[config.mk]
export PLATFORM = sky130hd
export DESIGN_NAME = sdvc_ctrl
export DESIGN_NICKNAME = d
export VERILOG_FILES = /design/src/design/sdvc_pkg.sv /design/src/design/sdvc_ctrl.sv
export SDC_FILE = /design/constraint.sdc
export NUM_CORES = 1
export LEC_CHECK = 0
export ABC_AREA = 1
export BUFFER_PORTS_ARGS = -buffer_cell sky130_fd_sc_hd__buf_2
export CAP_MARGIN = 20
export CORE_AREA = 5 5 42 44
export CTS_BUF_LIST = sky130_fd_sc_hd__clkbuf_8
export CTS_CLUSTER_SIZE = 40
export DETAILED_ROUTE_END_ITERATION = 6
export DIE_AREA = 0 0 47 49
export HOLD_SLACK_MARGIN = 0.1
export PLACE_DENSITY = 0.3
export SETUP_SLACK_MARGIN = 0.02
export SYNTH_ARGS = -nofsm -noshare
export SYNTH_HDL_FRONTEND = slang
export SYNTH_SLANG_ARGS = --single-unit
export TNS_END_PERCENT = 5
[constraint.sdc]
create_clock -name clk -period 0.8 [get_ports clk]
set_input_delay 0.08 -clock clk [delete_from_list [all_inputs] [get_ports clk]]
set_output_delay 0.08 -clock clk [all_outputs]
set_load 0.02 [all_outputs]
[src/design/sdvc_pkg.sv]
// ----------------------------------------------------------------------------
// sdvc_pkg
// Shared constants, controller states and command/status types.
// ----------------------------------------------------------------------------
package sdvc_pkg;

  localparam int TABLE_DEPTH = 64;
  localparam int USED_W      = $clog2(TABLE_DEPTH + 1);
  localparam int VALUE_W     = 32;
  localparam int COUNT_W     = 16;
  localparam logic [COUNT_W-1:0] COUNT_MAX = '1;

  localparam logic KIND_DATA = 1'b0;
  localparam logic KIND_END  = 1'b1;

  typedef enum logic [1:0] {
    ST_IDLE,
    ST_RUN,
    ST_EMIT
  } state_t;

  typedef struct packed {
    logic load_item;
    logic do_update;
    logic emit_load;
  } cmd_t;

  typedef struct packed {
    logic item_is_end;
    logic table_empty;
    logic last_entry;
    logic out_free;
  } status_t;

endpackage

[src/design/sdvc_ctrl.sv]
// ----------------------------------------------------------------------------
// sdvc_ctrl
// Controller: takes one request, runs the table update or the emit sweep.
// ----------------------------------------------------------------------------
module sdvc_ctrl
  import sdvc_pkg::*;
(
  input  logic    clk,
  input  logic    rst_n,
  input  logic    in_valid,
  output logic    in_ready,
  input  status_t status,
  output cmd_t    cmd
);

  state_t state_r;
  state_t state_nxt;

  always_ff @(posedge clk) begin
    if (!rst_n) begin
      state_r <= ST_IDLE;
    end else begin
      state_r <= state_nxt;
    end
  end

  always_comb begin
    state_nxt = state_r;
    unique case (state_r)
      ST_IDLE: begin
        if (in_valid) begin
          state_nxt = ST_RUN;
        end
      end
      ST_RUN: begin
        state_nxt = status.item_is_end ? ST_EMIT : ST_IDLE;
      end
      ST_EMIT: begin
        if (status.out_free && (status.table_empty || status.last_entry)) begin
          state_nxt = ST_IDLE;
        end
      end
      default: state_nxt = ST_IDLE;
    endcase
  end

  always_comb begin
    in_ready      = 1'b0;
    cmd.load_item = 1'b0;
    cmd.do_update = 1'b0;
    cmd.emit_load = 1'b0;
    unique case (state_r)
      ST_IDLE: begin
        in_ready      = 1'b1;
        cmd.load_item = in_valid;
      end
      ST_RUN: begin
        cmd.do_update = !status.item_is_end;
      end
      ST_EMIT: begin
        cmd.emit_load = status.out_free;
      end
      default: begin
        in_ready = 1'b0;
      end
    endcase
  end

endmodule

# --- Word-level counts from Yosys, hierarchy flattened ---
# Cells that the tools add are included.
totals:
  register_bits: 2
  in_bits: 7
  word_cells: 18
classes:
  eq_ne: 4
  mux: 8
  reduce_logical: 5
ops:
  columns: ["operator", "n"]
  rows:
  - ["2-bit 2-to-1 mux", 3]
  - ["2-bit one-hot mux with 3 select lines", 1]
  - ["1-bit 2-to-1 mux", 4]
  - ["2-bit inequality test (second input constant)", 2]
  - ["2-bit by 1-bit == test with 1-bit output (second input constant)", 1]
  - ["2-bit == test (second input constant)", 1]
  - ["2-bit zero test", 1]
  - ["2-bit AND reduction", 1]
  - ["1-bit logical AND", 1]
  - ["1-bit zero test", 1]
  - ["1-bit logical OR", 1]

# --- Longest topological paths before layout ---
depth:
  ltp_word: 4
  mapped_depth: 4

# --- Worst setup path after synthesis ---
# OpenSTA, ideal clock, no wires.
synth_timing:
  path_kind: "reg-to-output"
  from: "reg state_r[1]"
  to: "out cmd[0] in the netlist's numbering"
  t_arrival_ns: 0.936
  t_required_ns: 0.720
  path_slack_ns: -0.216
  stages_incl_launch_ff: 3
  path_cell_list: "dfxtp_1 > inv_2 > nor3b_1"
synth_lines:
  columns: ["item", "line", "rtl"]
  rows:
  - ["start, declared", "sdvc_ctrl.sv:16", "state_t state_r;"]
  - ["start signal, assigned", "sdvc_ctrl.sv:23", "state_r <= state_nxt;"]
  - ["end, declared", "sdvc_ctrl.sv:13", "output cmd_t cmd"]

==> results.py <==
metrics = {
    "finish": {
        "multi_input_area_um2": 80.1,
        "antenna_cells": 0,
        "final_nets": 40,
        "layout.area.seq_um2": 45.0,
        "final.fill_count": 168,
        "post-route-util": 0.197,
        "final_area_um2": 277,
        "largest_register_ff_count": 2,
        "regMostFlops": "state_r",
        "reg_top3": "state_r (2)",
        "area_growth_pct": 157,
        "final_layout_size_suffix_gt1_frac": 0.806,
    },
    "floorplan": {
        "die_y_um": 49,
        "core_mm2": 0.00140,
        "die_x_um": 47,
        "dieArea_mm2": 0.00230,
        "rows": 14,
        "initial_core_util": 0.0768,
        "ios": 11,
    },
    "clocking": {
        "numCtsBuffers": 3,
        "clock_sinks": 2,
        "cts_tree": "built",
        "cts.clk_slew.worst_paths_ns": 0.03,
        "h-tree-depth": 1,
        "cts_hold_buf": 0,
        "root_buffer": "clkbuf_8",
        "cts_max_path_buffers": 2,
        "insertion_delay_ns": 0.21,
    },
    "worst_setup_path": {
        "critPathMaxStageDelay_ns": 0.34,
        "reg2regPathDepth": 5,
        "reg2reg_from": "state_r[1]$_SDFFE_PN0P_",
        "crit_slowest_cell": "dfxtp_2",
        "crit_start": "state_r[1]$_SDFFE_PN0P_",
        "critPathKind": "flop to output pin",
        "cp_max_fo": 3,
        "setup.worst_path.end_class": "output pin",
        "reg2reg_slack_ns": -0.04,
        "crit_chain": "inv_2 -> nor3b_2 -> buf_4",
        "required_ns": 0.72,
        "timing.rr.end": "state_r[1]$_SDFFE_PN0P_",
        "cp-start-kind": "flop",
        "worstPathArrival_ns": 0.90,
    },
    "synth": {
        "synth.area.top_cells": "dfxtp_1, nor2_1, a21oi_2",
        "synth-edff-count": 0,
        "yosys.area.top_type": "dfxtp_1",
        "async_flop_share": 0,
        "synth_most_common_cell": "nor2_1",
        "ys_seq_elements": 2,
        "synthTopCellsByCount": "nor2_1, dfxtp_1, inv_1, nand2_1",
        "syn_area_um2": 108,
        "syn_nets": 23,
        "synth_cell_types": 11,
        "synth_top_area_frac": 0.372,
        "yosysWarnings": 0,
        "synth.avg_cell_area_um2": 6.73,
        "ys_seq_area_frac": 0.372,
        "synthFlopType": "dfxtp_1",
        "synth_cells": 16,
    },
    "min_path": {
        "hold_path_end": "state_r[1]$_SDFFE_PN0P_",
        "whs_path_depth": 3,
        "hold_class": "primary input to flop",
        "worstHoldStart": "rst_n",
    },
    "grt": {
        "grt_max_degree": 8,
        "overflow": 0,
        "antenna_found_initial": 0,
        "grt_usage": 0.0422,
        "grt_pass1_wl_um": 641,
        "grt_pass1_vias": 178,
    },
    "power_and_ir_drop": {
        "switching_power_mw": 0.120,
        "intPower_mw": 0.468,
        "ir_drop_uv": 838,
        "swShare": 0.205,
        "pwr-share-clk": 0.656,
        "p_leak_nw": 0.124,
        "p_per_area_mw_per_mm2": 2130,
        "comb_power_share": 0.148,
        "seqPwrFrac": 0.196,
    },
    "placed_design": {
        "place_area_um2": 198,
        "dpl_worst_slack_ns": -0.0529,
        "io_buffer_count": 10,
        "dp_hpwl_um": 307,
        "routabilityCongestion": 0.678,
    },
    "sta": {
        "final.setup.tns_ns": -0.651,
        "finalHoldViolCount": 0,
        "fin_crit_sh": 1.22,
        "grt_setup_unrepaired": "true",
        "fin_crit_ns": 0.979,
        "slew_violations": 0,
        "worst_pin_slew_ns": 0.177,
        "max-slew-margin-rel": 0.881,
        "finalClockSkew_ns": 0.000921,
        "max_freq_ghz": 1.02,
        "setup_ws_ns": -0.179,
        "setup_viol": 5,
    },
    "route": {
        "vias": 157,
        "ant_nets": 0,
        "drt_pre_antenna_iters": 2,
        "drtIter0Drc": 3,
        "totalWireLength_um": 394,
        "avgRoutedWirePerCell_um": 8.38,
        "drc": 0,
        "vias_per_cell": 3.34,
    },
    "run_status": {
        "violations": "setup timing",
        "status": "finished, violations left",
    },
    "flow_run": {
        "max_cap_violations": 0,
    },
}
[worst max-delay path: cells and delay by family (launching register included)]
family	cells	cell delay [ns]
DFF	1	0.34
buffers and inverters	2	0.21
and+or+nand+nor	1	0.14
[how the worst max path moves through the flow]
stage / end / slack (ns) / cells after the start
after floorplan: cmd[0] / -0.04 / 2
after global placement: cmd[1] / -0.05 / 3
after detailed placement: cmd[1] / -0.05 / 3
after CTS: cmd[0] / -0.19 / 3
after global routing: cmd[0] / -0.27 / 3
final: cmd[0] / -0.18 / 3
[area by class of cell]
type | count | area share
clock buffers | 3 | 0.149
inverters | 3 | 0.0407
multi-input cells | 11 | 0.290
flip-flops and latches | 2 | 0.163
well taps | 16 | 0.0724
repair buffers | 12 | 0.285
[per-stage QoR]
step                      instances  hold WS, ns  power [mW]
after floorplan                  16        0.208       0.153
after global placement           43        0.331       0.184
after CTS                        47        0.112       0.594
after detailed placement         43        0.330       0.186
after global routing             47        0.139       0.626
final                            47        0.133       0.589
[per-layer routing]
layer | vias up | wire (um) | track usage | part of all wire
met5 | - | 0 | 0 | 0
met4 | 0 | 0 | 0.0138 | 0
met3 | 0 | 101 | 0.0664 | 0.26
met2 | 13 | 144 | 0.0498 | 0.37
met1 | 62 | 148 | 0.0371 | 0.38
li1 | 82 | - | - | -
[cells in the final DEF, fill, tap and decap left out]
cell and n:
nor3b_2 1, nand2_1 2, buf_6 1, dfxtp_4 1, inv_1 2, inv_2 1
buf_2 6, nor2_2 3, nand3_1 1, a21oi_2 1, nor3_2 1, buf_4 5
clkbuf_8 3, nor4_2 1, dfxtp_2 1, o21ai_0 1
[power groups by stage]
stage                     combinational [mW]  clock [mW]  sequential (mW)
after global placement                0.0688           0            0.115
after detailed placement              0.0702           0            0.116
after CTS                             0.0805       0.400            0.114
final                                 0.0872       0.386            0.116
after global routing                  0.0951       0.413            0.117
after floorplan                       0.0385           0            0.114
[kinds of logic after synthesis]
family / Yosys count / synth area share
buffers and inverters: 3 / 0.105
DFF: 2 / 0.372
and+or+nand+nor: 9 / 0.395
AOI/OAI and AO/OA: 2 / 0.128
[repair_timing]
| action | 4_1_cts | 5_1_grt |
|---|---|---|
| pin swaps | 1 | 1 |
| hold endpoints to repair | 0 | 0 |
| setup endpoints to repair | 6 | 6 |
| setup buffers | 1 | 0 |
| gates resized for setup | 7 | 4 |
No activity file was read; power rests on OpenSTA's default activity.
